[src/rtl/alpha_blend_8bit_pixel_unit_defines.svh]
// Assertion helpers for the alpha blend unit.
// Both forms sample on clk and are switched off while arst_n is low.
`ifndef ALPHA_BLEND_8BIT_PIXEL_UNIT_DEFINES_SVH
`define ALPHA_BLEND_8BIT_PIXEL_UNIT_DEFINES_SVH

// The consequent must hold in the same cycle as the antecedent.
`define AB8_ASSERT_SAME(lbl, ante, cons, msg) \
	lbl: assert property (@(posedge clk) disable iff (!arst_n) (ante) |-> (cons)) \
		else $error(msg);

// The consequent must hold in the cycle after the antecedent.
`define AB8_ASSERT_NEXT(lbl, ante, cons, msg) \
	lbl: assert property (@(posedge clk) disable iff (!arst_n) (ante) |=> (cons)) \
		else $error(msg);

`endif

[src/rtl/ab8_pkg.sv]
`timescale 1ns / 1ps

package ab8_pkg;

	typedef logic [7:0] pix_t;

	localparam int COMP_W    = 3;
	localparam int OPACITY_W = 17;
	localparam int IDX_W     = 2;
	localparam int LANES     = 3;

	typedef logic [COMP_W-1:0]    comp_t;
	typedef logic [OPACITY_W-1:0] opacity_t;
	typedef logic [IDX_W-1:0]     reg_idx_t;

	// Configuration register indexes.
	localparam reg_idx_t REG_SRC_COMP  = 2'd0;
	localparam reg_idx_t REG_DEST_COMP = 2'd1;
	localparam reg_idx_t REG_OPACITY   = 2'd2;

	localparam comp_t    COMP_LUM      = 3'd1;
	localparam comp_t    COMP_LUM_A    = 3'd2;
	localparam comp_t    COMP_RGB      = 3'd3;
	localparam comp_t    COMP_RGBA     = 3'd4;
	localparam opacity_t OPAQUE        = 17'h10000;
	localparam pix_t     PIX_MAX       = 8'd255;

	// Per-channel blend enables.
	localparam logic [LANES-1:0] MASK_NONE = 3'b000;
	localparam logic [LANES-1:0] MASK_LUM  = 3'b001;
	localparam logic [LANES-1:0] MASK_RGB  = 3'b111;

	// Control handed from the weight stage to the lanes and merge stage.
	typedef struct packed {
		logic [LANES-1:0] mask;
		pix_t             weight;
	} ctrl_t;

endpackage

[src/rtl/alpha_blend_8bit_pixel_unit.sv]
`timescale 1ns / 1ps
`include "alpha_blend_8bit_pixel_unit_defines.svh"

// Blends one source pixel over one 8-bit destination pixel per clock while the
// output is not stalled. A request is taken in every cycle that in_stall is low and
// moves through the stages in turn: the first stage forms the weight with one 8 x 17
// multiply of alpha by the layer opacity, the second runs three channel lanes side by
// side and merges their results with the untouched destination channels into the
// output register. A new request is accepted whenever the first stage is empty or can
// move on, so a result waiting on out_stall does not block the input while a slot is
// free. Configuration registers are written with no wait states.
module alpha_blend_8bit_pixel_unit (
	input  logic              clk,
	input  logic              arst_n,
	input  logic              cfg_valid,
	output logic              cfg_ready,
	input  ab8_pkg::reg_idx_t cfg_index,
	input  ab8_pkg::opacity_t cfg_data,
	input  logic              in_valid,
	output logic              in_stall,
	input  ab8_pkg::pix_t     dest_ch0,
	input  ab8_pkg::pix_t     dest_ch1,
	input  ab8_pkg::pix_t     dest_ch2,
	input  ab8_pkg::pix_t     dest_ch3,
	input  ab8_pkg::pix_t     src_ch0,
	input  ab8_pkg::pix_t     src_ch1,
	input  ab8_pkg::pix_t     src_ch2,
	input  ab8_pkg::pix_t     src_ch3,
	input  logic              inside_stencil,
	output logic              out_valid,
	input  logic              out_stall,
	output ab8_pkg::pix_t     out_ch0,
	output ab8_pkg::pix_t     out_ch1,
	output ab8_pkg::pix_t     out_ch2,
	output ab8_pkg::pix_t     out_ch3
);

	ab8_pkg::comp_t                     src_comp_q;
	ab8_pkg::comp_t                     dest_comp_q;
	ab8_pkg::opacity_t                  opacity_q;

	logic                               valid_s1;
	logic                               valid_s2;
	logic                               ready_s1;
	logic                               ready_s2;
	logic                               load_s1;
	ab8_pkg::ctrl_t                     ctrl_s1;
	ab8_pkg::pix_t [ab8_pkg::LANES-1:0] lane_src_s1;
	ab8_pkg::pix_t [3:0]                dst_s1;
	ab8_pkg::pix_t [ab8_pkg::LANES-1:0] mixed;
	ab8_pkg::pix_t [3:0]                out_s2;

	assign cfg_ready = 1'b1;

	always_ff @(posedge clk or negedge arst_n) begin
		if (!arst_n) begin
			src_comp_q  <= ab8_pkg::COMP_LUM;
			dest_comp_q <= ab8_pkg::COMP_LUM;
			opacity_q   <= ab8_pkg::OPAQUE;
		end else if (cfg_valid && cfg_ready) begin
			case (cfg_index)
				ab8_pkg::REG_SRC_COMP:  src_comp_q  <= cfg_data[ab8_pkg::COMP_W-1:0];
				ab8_pkg::REG_DEST_COMP: dest_comp_q <= cfg_data[ab8_pkg::COMP_W-1:0];
				ab8_pkg::REG_OPACITY:   opacity_q   <= cfg_data;
				default: ;
			endcase
		end
	end

	// Each stage moves on when the stage after it is empty or draining.
	assign ready_s2 = !valid_s2 || !out_stall;
	assign ready_s1 = !valid_s1 || ready_s2;
	assign in_stall = !ready_s1;
	assign load_s1  = in_valid && ready_s1;

	always_ff @(posedge clk or negedge arst_n) begin
		if (!arst_n) begin
			valid_s1 <= 1'b0;
			valid_s2 <= 1'b0;
		end else begin
			if (ready_s1) begin
				valid_s1 <= in_valid;
			end
			if (ready_s2) begin
				valid_s2 <= valid_s1;
			end
		end
	end

	ab8_weight u_weight (
		.clk         (clk),
		.en          (load_s1),
		.src_comp    (src_comp_q),
		.dest_comp   (dest_comp_q),
		.opacity     (opacity_q),
		.src_ch0     (src_ch0),
		.src_ch1     (src_ch1),
		.src_ch2     (src_ch2),
		.src_ch3     (src_ch3),
		.stencil     (inside_stencil),
		.ctrl_s1     (ctrl_s1),
		.lane_src_s1 (lane_src_s1)
	);

	always_ff @(posedge clk) begin
		if (load_s1) begin
			dst_s1 <= {dest_ch3, dest_ch2, dest_ch1, dest_ch0};
		end
	end

	for (genvar i = 0; i < ab8_pkg::LANES; i++) begin : g_lane
		ab8_lane u_lane (
			.dst    (dst_s1[i]),
			.src    (lane_src_s1[i]),
			.weight (ctrl_s1.weight),
			.mixed  (mixed[i])
		);
	end

	// Merge: channels outside the blend mask, and alpha, keep the destination.
	always_ff @(posedge clk) begin
		if (valid_s1 && ready_s2) begin
			for (int i = 0; i < ab8_pkg::LANES; i++) begin
				out_s2[i] <= ctrl_s1.mask[i] ? mixed[i] : dst_s1[i];
			end
			out_s2[3] <= dst_s1[3];
		end
	end

	assign out_valid = valid_s2;
	assign out_ch0   = out_s2[0];
	assign out_ch1   = out_s2[1];
	assign out_ch2   = out_s2[2];
	assign out_ch3   = out_s2[3];

	`AB8_ASSERT_SAME(a_free_slot_accepts, !valid_s1, !in_stall, "input stalled with stage one empty")
	`AB8_ASSERT_SAME(a_mask_legal, valid_s1, (ctrl_s1.mask == ab8_pkg::MASK_NONE) || (ctrl_s1.mask == ab8_pkg::MASK_LUM) || (ctrl_s1.mask == ab8_pkg::MASK_RGB), "illegal blend mask")
	`AB8_ASSERT_NEXT(a_unmasked_keeps_dest, valid_s1 && ready_s2 && (ctrl_s1.mask == ab8_pkg::MASK_NONE), out_ch0 == $past(dst_s1[0]), "pixel outside stencil changed channel 0")
	`AB8_ASSERT_NEXT(a_alpha_passes, valid_s1 && ready_s2, out_ch3 == $past(dst_s1[3]), "alpha channel not passed through")

endmodule

[src/rtl/ab8_weight.sv]
`timescale 1ns / 1ps

module ab8_weight (
	input  logic                              clk,
	input  logic                              en,
	input  ab8_pkg::comp_t                    src_comp,
	input  ab8_pkg::comp_t                    dest_comp,
	input  ab8_pkg::opacity_t                 opacity,
	input  ab8_pkg::pix_t                     src_ch0,
	input  ab8_pkg::pix_t                     src_ch1,
	input  ab8_pkg::pix_t                     src_ch2,
	input  ab8_pkg::pix_t                     src_ch3,
	input  logic                              stencil,
	output ab8_pkg::ctrl_t                    ctrl_s1,
	output ab8_pkg::pix_t [ab8_pkg::LANES-1:0] lane_src_s1
);

	logic                                colour;
	logic                                src_rgba;
	ab8_pkg::pix_t                       alpha;
	ab8_pkg::opacity_t                   op_sat;
	logic [24:0]                         prod;
	ab8_pkg::ctrl_t                      ctrl_d;
	ab8_pkg::pix_t [ab8_pkg::LANES-1:0]  src_d;

	always_comb begin
		colour   = (dest_comp >= ab8_pkg::COMP_RGB);
		src_rgba = (src_comp >= ab8_pkg::COMP_RGBA);
		op_sat   = (opacity > ab8_pkg::OPAQUE) ? ab8_pkg::OPAQUE : opacity;

		if (colour && src_rgba) begin
			alpha = src_ch3;
		end else if (src_comp == ab8_pkg::COMP_LUM_A) begin
			alpha = src_ch1;
		end else begin
			alpha = ab8_pkg::PIX_MAX;
		end

		prod = 25'(alpha) * 25'(op_sat);
		ctrl_d.weight = prod[23:16];

		// A zero source count on a colour destination blends only channel 0.
		if (!stencil) begin
			ctrl_d.mask = ab8_pkg::MASK_NONE;
		end else if (colour && (src_comp != 3'd0)) begin
			ctrl_d.mask = ab8_pkg::MASK_RGB;
		end else begin
			ctrl_d.mask = ab8_pkg::MASK_LUM;
		end

		// A luminance source feeds all three colour lanes.
		src_d[0] = src_ch0;
		if (colour && (src_comp >= ab8_pkg::COMP_RGB)) begin
			src_d[1] = src_ch1;
			src_d[2] = src_ch2;
		end else begin
			src_d[1] = src_ch0;
			src_d[2] = src_ch0;
		end
	end

	always_ff @(posedge clk) begin
		if (en) begin
			ctrl_s1     <= ctrl_d;
			lane_src_s1 <= src_d;
		end
	end

endmodule

[src/rtl/ab8_lane.sv]
`timescale 1ns / 1ps

module ab8_lane (
	input  ab8_pkg::pix_t dst,
	input  ab8_pkg::pix_t src,
	input  ab8_pkg::pix_t weight,
	output ab8_pkg::pix_t mixed
);

	ab8_pkg::pix_t inv;
	logic [15:0]   sum;

	// The largest sum is 255 * 255, so 16 bits hold it.
	always_comb begin
		inv   = ab8_pkg::PIX_MAX - weight;
		sum   = 16'(dst) * 16'(inv) + 16'(src) * 16'(weight);
		mixed = sum[15:8];
	end

endmodule

[config.mk]
export PLATFORM = sky130hd
export DESIGN_NAME = alpha_blend_8bit_pixel_unit
export DESIGN_NICKNAME = d
export VERILOG_FILES = /design/src/rtl/ab8_pkg.sv /design/src/rtl/alpha_blend_8bit_pixel_unit.sv /design/src/rtl/ab8_weight.sv /design/src/rtl/ab8_lane.sv
export VERILOG_INCLUDE_DIRS = /design/src /design/src/rtl
export SDC_FILE = /design/constraint.sdc
export NUM_CORES = 1
export LEC_CHECK = 0
export ABC_AREA = 0
export BUFFER_PORTS_ARGS = -buffer_cell sky130_fd_sc_hd__buf_4
export CORE_AREA = 2 2 186 188
export CTS_CLUSTER_DIAMETER = 80
export DETAILED_ROUTE_END_ITERATION = 7
export DIE_AREA = 0 0 188 190
export HOLD_SLACK_MARGIN = 0.1
export PLACE_DENSITY = 0.82
export SKIP_LAST_GASP = 1
export SLEW_MARGIN = 0
export SYNTH_ARGS = -nofsm -noshare
export SYNTH_HDL_FRONTEND = slang
export SYNTH_HIERARCHICAL = 1
export SYNTH_SLANG_ARGS = --single-unit
[constraint.sdc]
create_clock -name clk -period 7.6 [get_ports clk]
set_clock_uncertainty 0.05 [all_clocks]
set_input_delay 0 -clock clk [delete_from_list [all_inputs] [get_ports clk]]
set_output_delay 0 -clock clk [all_outputs]
set_load 0.05 [all_outputs]
After elaboration in Yosys (flattened, before gate mapping)
Cells that the tools add are included.
Cells by class
  add/subtract/negate cells: 4
  multiplexer cells: 8
  bitwise logic cells: 0
  order comparisons: 4
  $mul: 7
  div/mod/pow operators: 0
  equality and inequality tests: 3
  reduce and logical (&&, ||, !) cells: 16
  shift-type cells: 0
Operator list (count)
  $mul A8 B8 Y16: 6
  $add A16 B16 Y16: 3
  $mux W8: 5
  $mul A8 B17 Y24: 1
  $gt A17 B17 Y1 const B: 1
  $mux W17: 1
  $mux W16: 1
  $sub A8 B8 Y8 const A: 1
  $ge A3 B2 Y1 const B: 2
  $reduce_and A2 Y1: 3
  $logic_and A1 B1 Y1: 5
  $logic_not A1 Y1: 4
  $eq A3 B2 Y1 const B: 1
  $ge A3 B3 Y1 const B: 1
  $mux W3: 1
  $reduce_bool A3 Y1: 1
  $eq A2 B1 Y1 const B: 1
  $eq A2 B2 Y1 const B: 1
  $logic_not A2 Y1: 1
  $logic_or A1 B1 Y1: 2
Storage, ports and cells
  register bits: 124
  memory bits (writable): 0
  memory bits (read-only): 0
  bits of input ports: 89
  memories: 0
  output and inout port bits: 35
  latch bits: 0

Depth between registers and ports, before layout
Gate-level depths: netlist of run 1.
  word-level depth: 4
  gate-level depth with buffers: 21

Cells and area by module
The synthesis of run 1 kept the hierarchy.
Modules (own cells, without submodules)
  ab8_weight: seq. area each 1021.0 sq um, instances 1, cells an instance 530, area an instance 5277.6 sq um
  ab8_lane at g_lane[1].u_lane: seq. area each 0.0 sq um, instances 1, cells an instance 487, area an instance 4311.6 sq um
  ab8_lane at g_lane[2].u_lane: seq. area each 0.0 sq um, instances 1, cells an instance 471, area an instance 4256.6 sq um
  ab8_lane at g_lane[0].u_lane: seq. area each 0.0 sq um, instances 1, cells an instance 472, area an instance 4255.3 sq um
  alpha_blend_8bit_pixel_unit: seq. area each 2551.2 sq um, instances 1, cells an instance 151, area an instance 3231.8 sq um

Least setup slack after synthesis of run 1
Ideal clock, no wire load.
  path kind: reg2reg
  start: register, netlist name u_weight/ctrl_s1[4]
  end: register out_s2 (netlist bit out_ch0[4]), data pin
  path buffers: 1
  cell stages (with the launch flop): 20
  path slack: 1623 ps
  clock period less this slack: 5977 ps
  arrival time: 5667 ps
  path through: edfxtp_1 -> clkbuf_1 -> and2_1 -> fa_1 -> inv_1 -> fa_1 -> inv_1 -> fa_1 -> fa_1 -> fa_1 -> inv_1 -> fa_1 -> inv_1 -> ha_1 -> a21oi_2 -> nand2_2 -> a211o_4 -> a221oi_2 -> xnor2_1 -> mux2_2
RTL lines
  end signal, assigned by index: RTL line alpha_blend_8bit_pixel_unit.sv:124  | out_s2[i] <= ctrl_s1.mask[i] ? mixed[i] : dst_s1[i];
  end, declared: RTL line alpha_blend_8bit_pixel_unit.sv:51  | ab8_pkg::pix_t [3:0] out_s2;

==> results of run 1 <==
-- stage by stage --
step / instance area, um2 / cells / util, % / hold WS [ns] / setup WS [ns]
floorplan: 21300 / 2111 / - / -0.346 / 1.62
global placement: 22800 / 2662 / 67.1 / -0.138 / 1.17
detailed placement: 22800 / 2662 / 67.1 / -0.129 / 1.02
CTS: 24200 / 2785 / 71.4 / 0.197 / 1.00
global route: 24200 / 2785 / 71.4 / 0.212 / 0.727
finish: 24200 / 2785 / 71.4 / 0.226 / 0.992
-- how the worst max path moves through the flow --
| stage | startpoint | endpoint | cells past startpoint |
|---|---|---|---|
| after floorplan | u_weight/ctrl_s1[4] | out_ch0[4] | 19 |
| after global placement | u_weight/ctrl_s1[5] | out_ch2[4] | 19 |
| after detailed placement | u_weight/ctrl_s1[4] | out_ch0[4] | 19 |
| after CTS | u_weight/ctrl_s1[4] | out_ch0[4] | 19 |
| after global routing | u_weight/ctrl_s1[4] | out_ch0[4] | 19 |
| final | u_weight/ctrl_s1[4] | out_ch0[4] | 19 |
-- critical path, delay by kind of cell, from the launching register on --
family | cells | cell delay (ns)
fa+ha+maj | 7 | 3.41
flops | 1 | 1.05
compound gates | 3 | 0.80
buf+inv | 5 | 0.53
mux | 1 | 0.26
simple gates | 2 | 0.15
xor+xnor | 1 | 0.09
-- logic make-up (layout without fill, tap and decap cells) --
group | after synthesis | count (layout) | share of synthesized area [%]
AO/OA/AOI/OAI | 99 | 99 | 3.58
XOR/XNOR | 46 | 46 | 1.89
adder cells (fa/ha/maj) | 593 | 593 | 47.9
buffers and inverters | 554 | 773 | 9.85
flip-flops | 123 | 123 | 16.7
multiplexers | 64 | 64 | 3.55
other | 1 | 1 | 0.0176
AND/OR/NAND/NOR | 631 | 631 | 16.5
-- layer usage --
| metal | vias to the layer above | wire (um) | share of wire, % | track usage (%) |
|---|---|---|---|---|
| li1 | 6828 | - | - | - |
| met1 | 7747 | 19800 | 39 | 36.7 |
| met2 | 606 | 26400 | 52 | 54.4 |
| met3 | 121 | 3370 | 6.6 | 6.16 |
| met4 | 0 | 1470 | 2.9 | 10.7 |
| met5 | - | 0 | 0 | 0 |
-- Yosys cell counts (9+ instances only) --
library cell  instances  area [um2]
fa_1                373        7470
mux2_2               53         597
dfrtp_1              22         551
nor2b_1             114         713
ha_1                220        2750
nor2_1              106         398
nand2b_1             83         519
nand3_1              17        85.1
inv_1               511        1920
or2_2                12        75.1
o21ai_0               9        45.0
nand2_1              90         338
a21oi_1              25         125
a21o_1               15         113
mux2_4               10         150
clkbuf_1             33         124
xnor2_1              41         359
and2_1              174        1090
edfxtp_1             98        2940
-- state kept, by name, indices dropped and copies added (netlist names) --
| name | cells |
|---|---|
| u_weight/ctrl_s1 | 10 |
| out_valid | 1 |
| out_ch2 | 8 |
| out_ch3 | 8 |
| dst_s1 | 32 |
| src_comp_q | 3 |
| u_weight/lane_src_s1 | 24 |
| out_ch0 | 8 |
| opacity_q | 17 |
| out_ch1 | 8 |
| valid_s1 | 1 |
| dest_comp_q | 3 |
-- cell type report --
class / count / area share (%)
Tap cell: 455 / 2.35
Clock buffer: 20 / 1.93
Timing Repair Buffer: 230 / 8.06
Multi-Input combinational cell: 1434 / 64.7
Sequential cell: 123 / 14.7
Inverter: 511 / 7.91
Clock inverter: 12 / 0.346
-- repair_timing --
action,in CTS,in global routing
hold endpoints to repair,108,0
hold buffers,91,0
setup buffers,0,0
==> qor.yml, run 1 <==
critical_path:
  cp-end-kind: "flop"
  worstSetupStartpointType: "flop"
  crit_fanout: 28
  path_cells: "buf_4 > nor2b_1 > fa_1 > inv_1 > fa_1 > inv_1 > fa_1 > fa_1 > fa_1 > inv_1 > fa_1 > inv_1 > ha_1 > a21oi_2 > nand2_2 > a211o_4 > a221oi_2 > xnor2_1 > mux2_2"
  reg2reg_slack_ns: 0.99
  r2r_end: "out_ch0[4]"
  arrival_ns: 6.75
  reg2regPathDepth: 19
  worstPathRequired_ns: 7.74
  path_common_cell: "fa_1"
  cp_slowest_cell: "edfxtp_1"
  critPathKind: "flop to flop"
  max_stage_delay_ns: 1.05
  r2r-start: "u_weight/ctrl_s1[4]"
floorplan:
  initial_core_util_pct: 62.8
  die_x_um: 188
  die_h_um: 190
  die_area_um2: 35700
  rows: 68
  ios: 124
  coreArea_um2: 33900
worst_hold_path:
  hold_end: "dst_s1[1]"
  hp-start: "dest_ch0[1]"
  min_path_cells: 2
  hp-class: "input pin to flop"
sta:
  final_hold_viol_count: 0
  setup_tns_ns: 0
  final_max_slew_viol_count: 0
  rsz0062_at_grt: "false"
  max_slew_margin_pct: 26.6
  tightest_slew_ns: 1.10
  fmax_ghz: 0.151
  layout_min_cycle_time_ns: 6.61
  setup_viol: 0
  timing.final.crit_share_pct: 86.9
cts:
  cts_tree: "built"
  cts_max_level: 4
  clock-sinks: 123
  insertion_delay_ns: 0.45
  cts_buffers: 17
  ctsResizeCount: 0
  root_buffer: "clkbuf_16"
  clk_pin_slew_ns: 0.06
  ctsLongestPathBuffers: 2
yosys:
  ys_async_sr_fraction_pct: 20.3
  syn_nets: 2793
  yosysSeqAreaShare_pct: 16.7
  synth_ff_type: "edfxtp_1"
  syn-instance-count: 2111
  avgSynthCellArea_um2: 10.1
  yosysUniqueCellTypes: 68
  netlist_area_um2: 21300
  synth_seq_cells: 123
  yosysWarnings: 6
  synth_enable_flop_cells: 98
route:
  antenna_left: 0
  wirelength_um: 51100
  routedWlPerCell_um: 18.3
  vias_per_cell: 5.49
  drt_iter0_markers: 968
  num_vias: 15300
  firstDrtPassIters: 6
  drcViolationCount: 0
run_status:
  outcome: "finished, final reports clean"
placement:
  portBuffers: 122
  hpwlAfterDp_um: 38200
  place_congestion: 0.917
finish:
  nFillCells: 2343
  fin_nets: 2999
  layout_common_cells: "511 x inv_1, 373 x fa_1, 220 x ha_1"
  drive_above_1_share_pct: 11.8
  mostFrequentLayoutCell: "inv_1"
  n_antenna_cell: 0
  area_delta_synth_final_pct: 13.6
  multiInputGateArea_um2: 15700
  seq_area_um2: 3570
grt:
  grt_overflow: 0
  grt_pass1_wl_um: 84900
  grt_use_total_pct: 30.4
  grt_max_degree: 67
  grt_antenna_before_repair: 0
  grt_pass1_vias: 17100
run:
  max_cap_viol_count: 0
Power of run 1 is left out: the tool's default activity adds up to more than one toggle a clock period on the data nets, which glitch-free logic cannot reach.
==> run 2: changes to the inputs <==
--- a/config.mk
+++ b/config.mk
@@ -8,15 +8,14 @@
 export LEC_CHECK = 0
 export ABC_AREA = 0
 export BUFFER_PORTS_ARGS = -buffer_cell sky130_fd_sc_hd__buf_4
-export CORE_AREA = 2 2 186 188
+export CORE_AREA = 2 2 184 186
 export CTS_CLUSTER_DIAMETER = 80
 export DETAILED_ROUTE_END_ITERATION = 7
-export DIE_AREA = 0 0 188 190
+export DIE_AREA = 0 0 186 188
 export HOLD_SLACK_MARGIN = 0.1
-export PLACE_DENSITY = 0.82
+export PLACE_DENSITY = 0.83
 export SKIP_LAST_GASP = 1
 export SLEW_MARGIN = 0
 export SYNTH_ARGS = -nofsm -noshare
 export SYNTH_HDL_FRONTEND = slang
-export SYNTH_HIERARCHICAL = 1
 export SYNTH_SLANG_ARGS = --single-unit
==> qor.yml, run 2 <==
sta:
  fmax_ghz: 0.154  # was 0.151 GHz
  worst_slack_ns: 1.10  # was 0.992 ns
  tightest_slew_ns: 1.18  # was 1.10 ns
  final_hold_viol_count: 0  # unchanged
  setup_tns_ns: 0  # unchanged
  timing.final.crit_share_pct: 85.6  # was 86.9%
  final_max_slew_viol_count: 0  # unchanged
  layout_min_cycle_time_ns: 6.50  # was 6.61 ns
  setup_viol: 0  # unchanged
  max_slew_margin_pct: 21.5  # was 26.6%
  rsz0062_at_grt: "false"  # unchanged
critical_path:
  r2r-start: "u_weight.ctrl_s1[7]"  # was u_weight/ctrl_s1[4]
  cp-end-kind: "flop"  # unchanged
  r2r_end: "out_ch2[6]"  # was out_ch0[4]
  reg2regPathDepth: 16  # was 19
  critPathKind: "flop to flop"  # unchanged
  arrival_ns: 6.65  # was 6.75 ns
  worstSetupStartpointType: "flop"  # unchanged
  reg2reg_slack_ns: 1.10  # was 0.99 ns
  worstPathRequired_ns: 7.75  # was 7.74 ns
  crit_fanout: 33  # was 28
  startpoint: "u_weight.ctrl_s1[7]"  # was u_weight/ctrl_s1[4]
finish:
  layout_common_cells: "469 x inv_1, 373 x fa_1, 220 x ha_1"  # was 511 x inv_1, 373 x fa_1, 220 x ha_1
  stdcell_count: 2696  # was 2,785
  largest_register_ffs: 32  # unchanged
  fin_util_pct: 71.5  # was 71.4%
  mostFrequentLayoutCell: "inv_1"  # unchanged
  area_delta_synth_final_pct: 13.4  # was 13.6%
  fin_nets: 2917  # was 2,999
  largest-register: "dst_s1"  # unchanged
  top_regs: "dst_s1 (32), u_weight.lane_src_s1 (24), opacity_q (17)"  # was dst_s1 (32), u_weight/lane_src_s1 (24), opacity_q (17)
  drive_above_1_share_pct: 11.4  # was 11.8%
  nFillCells: 2315  # was 2,343
  n_antenna_cell: 0  # unchanged
cts:
  cts_buffers: 17  # unchanged
  clk_pin_slew_ns: 0.07  # was 0.06 ns
  cts_max_level: 4  # unchanged
  postCtsSetupRepairBufs: 0  # unchanged
  cts_hold_buf: 85  # was 91
  insertion_delay_ns: 0.45  # about the same
  ctsLongestPathBuffers: 2  # unchanged
  cts_tree: "built"  # unchanged
  clock-sinks: 123  # unchanged
  root_buffer: "clkbuf_16"  # unchanged
  ctsResizeCount: 0  # unchanged
route:
  firstDrtPassIters: 5  # was 6
  drt_iter0_markers: 1137  # was 968
  wirelength_um: 48100  # was 51,100 um
  vias_per_cell: 5.49  # about the same
  drcViolationCount: 0  # unchanged
  routedWlPerCell_um: 17.8  # was 18.3 um
  antenna_left: 0  # unchanged
  num_vias: 14800  # was 15.3k
worst_hold_path:
  hp-class: "input pin to flop"  # unchanged
  hp-start: "dest_ch0[2]"  # was dest_ch0[1]
  hold_end: "dst_s1[2]"  # was dst_s1[1]
  min_path_cells: 2  # unchanged
yosys:
  ys_async_sr_fraction_pct: 20.3  # unchanged
  yosysWarnings: 0  # was 6
  yosysSeqAreaShare_pct: 17.1  # was 16.7%
  synth_seq_cells: 123  # unchanged
  yosysTopAreaCell: "fa_1"  # unchanged
  netlist_area_um2: 20900  # was 21,300 um2
  yosysTopAreaCellShare_pct: 35.7  # was 35.0%
  synth_ff_type: "edfxtp_1"  # unchanged
  yosysUniqueCellTypes: 54  # was 68
  syn_nets: 2729  # was 2,793
  synth_enable_flop_cells: 98  # unchanged
  yosysMostFrequentCell: "inv_1"  # unchanged
  syn-instance-count: 2047  # was 2,111
  avgSynthCellArea_um2: 10.2  # was 10.1 um2
  synthTopCellsByCount: "469 x inv_1, 373 x fa_1, 220 x ha_1"  # was 511 x inv_1, 373 x fa_1, 220 x ha_1
  synth_area_leaders: "fa_1 36%, edfxtp_1 14%, ha_1 13%"  # was fa_1 35%, edfxtp_1 14%, ha_1 13%
placement:
  portBuffers: 122  # unchanged
  hpwlAfterDp_um: 36900  # was 38,200 um
  dp_slack_ns: 1.22  # was 1.02 ns
  dpl.cell_count: 2579  # was 2,662
  place_congestion: 0.942  # was 0.917
grt:
  grt_pass1_vias: 16300  # was 17.1k
  grt_pass1_wl_um: 79400  # was 84,900 um
  grt_antenna_before_repair: 0  # unchanged
  grt_use_total_pct: 29.4  # was 30.4%
  grt_overflow: 0  # unchanged
  grt_max_degree: 67  # unchanged
floorplan:
  die_x_um: 186  # was 188 um
  die_h_um: 188  # was 190 um
  initial_core_util_pct: 63.1  # was 62.8%
  rows: 67  # was 68
  ios: 124  # unchanged
  coreArea_um2: 33100  # was 33,900 um2
  die_area_um2: 35000  # was 35,700 um2
run_status:
  outcome: "finished, final reports clean"  # unchanged
run:
  max_cap_viol_count: 0  # unchanged
run 2: changes by cell type in the layout (fill, tap and decap cells not counted), sizes merged, moves of 7 or more:
| cell | previous run | this run |
|---|---|---|
| inv | 519 | 477 |
| nor2b | 114 | 88 |
| nand2b | 83 | 106 |
| xnor2 | 41 | 26 |
| xor2 | 5 | 19 |
| and2 | 174 | 161 |
| nand3 | 17 | 8 |
| or2 | 12 | 3 |
| a21o | 15 | 22 |
run 2: worst max-delay path by stage:
stage / cells after the start / end / slack, ns
global route: 16 / out_ch2[6] / 0.85
detailed placement: 20 / out_ch2[6] / 1.22
CTS: 16 / out_ch2[6] / 1.20
global placement: 20 / out_ch2[6] / 1.32
floorplan: 21 / out_ch2[5] / 1.94
finish: 16 / out_ch2[6] / 1.10
run 2: kinds of logic (layout without fill, tap and decap cells):
logic type | count (synthesis) | after routing | share of synthesized area, %
adders and majority gates | 593 | 593 | 48.9
and+or+nand+nor | 577 | 577 | 14.9
buffers and inverters | 527 | 728 | 9.49
DFF | 123 | 123 | 17.1
AOI/OAI and AO/OA | 121 | 121 | 4.43
muxes | 60 | 60 | 3.23
xor gates and xnor gates | 45 | 45 | 1.89
other | 1 | 1 | 0.0180
run 2: layer usage:
metal  track usage (%)  vias to the layer above  wire length [um]
met3              4.97                      129              2820
met1              36.5                     7541             18900
li1                  -                     6598                 -
met5                 0                        -                 0
met2              50.4                      522             24500
met4              12.9                        0              1880
run 2: area by class of cell:
type                    instances  area [um2]  share of cell area (%)
clock inverters                15         114                   0.481
clock buffers                  17         425                    1.80
well taps                     448         561                    2.37
multi-input cells            1397       15300                    64.8
repair buffers                226        1910                    8.06
inverters                     470        1760                    7.45
flip-flops and latches        123        3570                    15.1
run 2: worst max-delay path, stage by stage, from the launching register on:
cell and delay, ns:
edfxtp_1 1.12, buf_4 0.37, nand2b_1 0.17, fa_1 0.42, fa_1 0.53, inv_1 0.07
fa_1 0.55, fa_1 0.43, fa_1 0.51, fa_1 0.41, ha_1 0.30, o21a_1 0.20
o21ai_0 0.39, o31a_4 0.24, o21ai_2 0.07, xor2_1 0.15, mux2_2 0.26
run 2: metrics by stage:
step           hold slack (ns)  cell area, um2
4_1_cts                  0.193           23700
6_report                 0.212           23700
3_3_place_gp            -0.138           22300
2_1_floorplan           -0.346           20900
3_5_place_dp            -0.134           22300
5_1_grt                  0.213           23700
Power of run 2 is left out for the same reason.
==> run 3: changes to the inputs <==
--- a/config.mk
+++ b/config.mk
@@ -13,7 +13,8 @@
 export DETAILED_ROUTE_END_ITERATION = 7
 export DIE_AREA = 0 0 186 188
 export HOLD_SLACK_MARGIN = 0.1
-export PLACE_DENSITY = 0.83
+export PLACE_DENSITY_LB_ADDON = 0.2
+export SETUP_SLACK_MARGIN = 0.3
 export SKIP_LAST_GASP = 1
 export SLEW_MARGIN = 0
 export SYNTH_ARGS = -nofsm -noshare
==> qor.yml, run 3 (synthesis gave the netlist of run 2 again) <==
run_status:
  outcome: "finished, final reports clean"  # unchanged
route:
  vias_per_cell: 5.45  # was 5.49
  antenna_left: 0  # unchanged
  drcViolationCount: 0  # unchanged
  wirelength_um: 48800  # was 48,100 um
  firstDrtPassIters: 5  # unchanged
  drt_iter0_markers: 957  # was 1,137
  num_vias: 14700  # was 14.8k
  routedWlPerCell_um: 18.1  # was 17.8 um
cts:
  cts_buffers: 17  # unchanged
  cts_max_level: 4  # unchanged
  ctsLongestPathBuffers: 2  # unchanged
  cts_tree: "built"  # unchanged
  clk_pin_slew_ns: 0.07  # about the same
  postCtsSetupRepairBufs: 0  # unchanged
  root_buffer: "clkbuf_16"  # unchanged
  cts_hold_buf: 85  # unchanged
  clock-sinks: 123  # unchanged
  insertion_delay_ns: 0.45  # about the same
  ctsResizeCount: 0  # unchanged
critical_path:
  path_common_cell: "fa_1"  # unchanged
  critPathKind: "flop to flop"  # unchanged
  path_cells: "buf_4 > nand2b_1 > fa_1 > inv_1 > fa_1 > fa_1 > fa_1 > fa_1 > fa_1 > ha_1 > o21a_1 > o21ai_0 > o31a_4 > o21ai_2 > xor2_1 > mux2_2"  # was buf_4 > nand2b_1 > fa_1 > fa_1 > inv_1 > fa_1 > fa_1 > fa_1 > fa_1 > ha_1 > o21a_1 > o21ai_0 > o31a_4 > o21ai_2 > xor2_1 > mux2_2
  worstSetupStartpointType: "flop"  # unchanged
  crit_buf_inv: 2  # unchanged
  cp.depth: 16  # unchanged
  cp-end-kind: "flop"  # unchanged
  reg2regPathDepth: 16  # unchanged
  max_stage_delay_ns: 1.06  # was 1.12 ns
  cp_slowest_cell: "edfxtp_1"  # unchanged
  crit_fanout: 31  # was 33
  worstPathRequired_ns: 7.74  # was 7.75 ns
  arrival_ns: 6.53  # was 6.65 ns
  cp_top_family: "adder cells"  # unchanged
grt:
  grt_use_total_pct: 30.2  # was 29.4%
  grt_antenna_before_repair: 0  # unchanged
  grt_overflow: 0  # unchanged
  grt_pass1_vias: 16500  # was 16.3k
  grt_max_degree: 67  # unchanged
  grt_pass1_wl_um: 81400  # was 79,400 um
sta:
  final_hold_viol_count: 0  # unchanged
  timing.final.crit_share_pct: 84.0  # was 85.6%
  layout_min_cycle_time_ns: 6.39  # was 6.50 ns
  tightest_slew_ns: 1.08  # was 1.18 ns
  fmax_ghz: 0.157  # was 0.154 GHz
  setup_tns_ns: 0  # unchanged
  setup_viol: 0  # unchanged
  hold_ws_ns: 0.216  # was 0.212 ns
  final_max_slew_viol_count: 0  # unchanged
  worst_slack_ns: 1.21  # was 1.10 ns
  max_slew_margin_pct: 28.1  # was 21.5%
  rsz0062_at_grt: "false"  # unchanged
placement:
  dp_slack_ns: 1.25  # was 1.22 ns
  hpwlAfterDp_um: 36400  # was 36,900 um
  portBuffers: 122  # unchanged
  place_congestion: 0.971  # was 0.942
finish:
  mostFrequentLayoutCell: "inv_1"  # unchanged
  layout_common_cells: "469 x inv_1, 373 x fa_1, 220 x ha_1"  # unchanged
  largest_register_ffs: 32  # unchanged
  drive_above_1_share_pct: 11.3  # was 11.4%
  fin_nets: 2916  # was 2,917
  nFillCells: 2408  # was 2,315
  largest-register: "dst_s1"  # unchanged
  top_regs: "dst_s1 (32), u_weight.lane_src_s1 (24), opacity_q (17)"  # unchanged
  area_delta_synth_final_pct: 13.7  # was 13.4%
floorplan:
  initial_core_util_pct: 63.1  # unchanged
  die_area_um2: 35000  # unchanged
  coreArea_um2: 33100  # unchanged
  rows: 67  # unchanged
  die_h_um: 188  # unchanged
  ios: 124  # unchanged
  die_x_um: 186  # unchanged
run:
  max_cap_viol_count: 0  # unchanged
worst_hold_path:
  min_path_cells: 2  # unchanged
  hp-class: "input pin to flop"  # unchanged
## run 3: cell count changes in the layout (fill, tap and decap cells not counted), sizes merged
cell | previous run | this run
clkbuf | 17 | 19
bufinv | 0 | 2
clkinvlp | 2 | 0
inv | 477 | 476
diode | 0 | 1
buf | 141 | 140
clkinv | 6 | 5
## run 3: layout make-up
cell class / instances / area, um2 / share of cell area (%)
Inverter: 470 / 1760 / 7.43
Clock inverter: 13 / 155 / 0.653
Timing Repair Buffer: 225 / 1900 / 8.01
Tap cell: 448 / 561 / 2.36
Clock buffer: 19 / 454 / 1.91
Antenna cell: 1 / 2.50 / 0.0105
Sequential cell: 123 / 3570 / 15.0
Multi-Input combinational cell: 1397 / 15300 / 64.6
## run 3: worst paths after layout
kind	start	to	slack (ns)
worst max-delay path	u_weight.ctrl_s1[2]	out_ch2[6]	1.21
worst max register to register	u_weight.ctrl_s1[2]	out_ch2[6]	1.21
max in group asynchronous	arst_n	opacity_q[9]	5.53
min in group asynchronous	arst_n	dest_comp_q[0]	0.58
worst min register to register	dst_s1[26]	out_ch3[2]	0.37
worst min-delay path	dest_ch3[4]	dst_s1[28]	0.22
## run 3: metal layers
| metal | up-vias | wire (um) | global-route usage [%] | share of wire [%] |
|---|---|---|---|---|
| li1 | 6599 | - | - | - |
| met1 | 7502 | 19900 | 38.4 | 41 |
| met2 | 470 | 24900 | 52.3 | 51 |
| met3 | 119 | 2490 | 4.93 | 5.1 |
| met4 | 0 | 1480 | 10.0 | 3.0 |
| met5 | - | 0 | 0 | 0 |
## run 3: metrics by stage
stage          cell area [um2]  utilization (%)  instances
2_1_floorplan            20900                -       2047
3_3_place_gp             22300             67.3       2578
3_5_place_dp             22300             67.3       2578
4_1_cts                  23800             71.7       2695
5_1_grt                  23800             71.7       2695
6_report                 23800             71.7       2696
Power of run 3 is left out for the same reason.
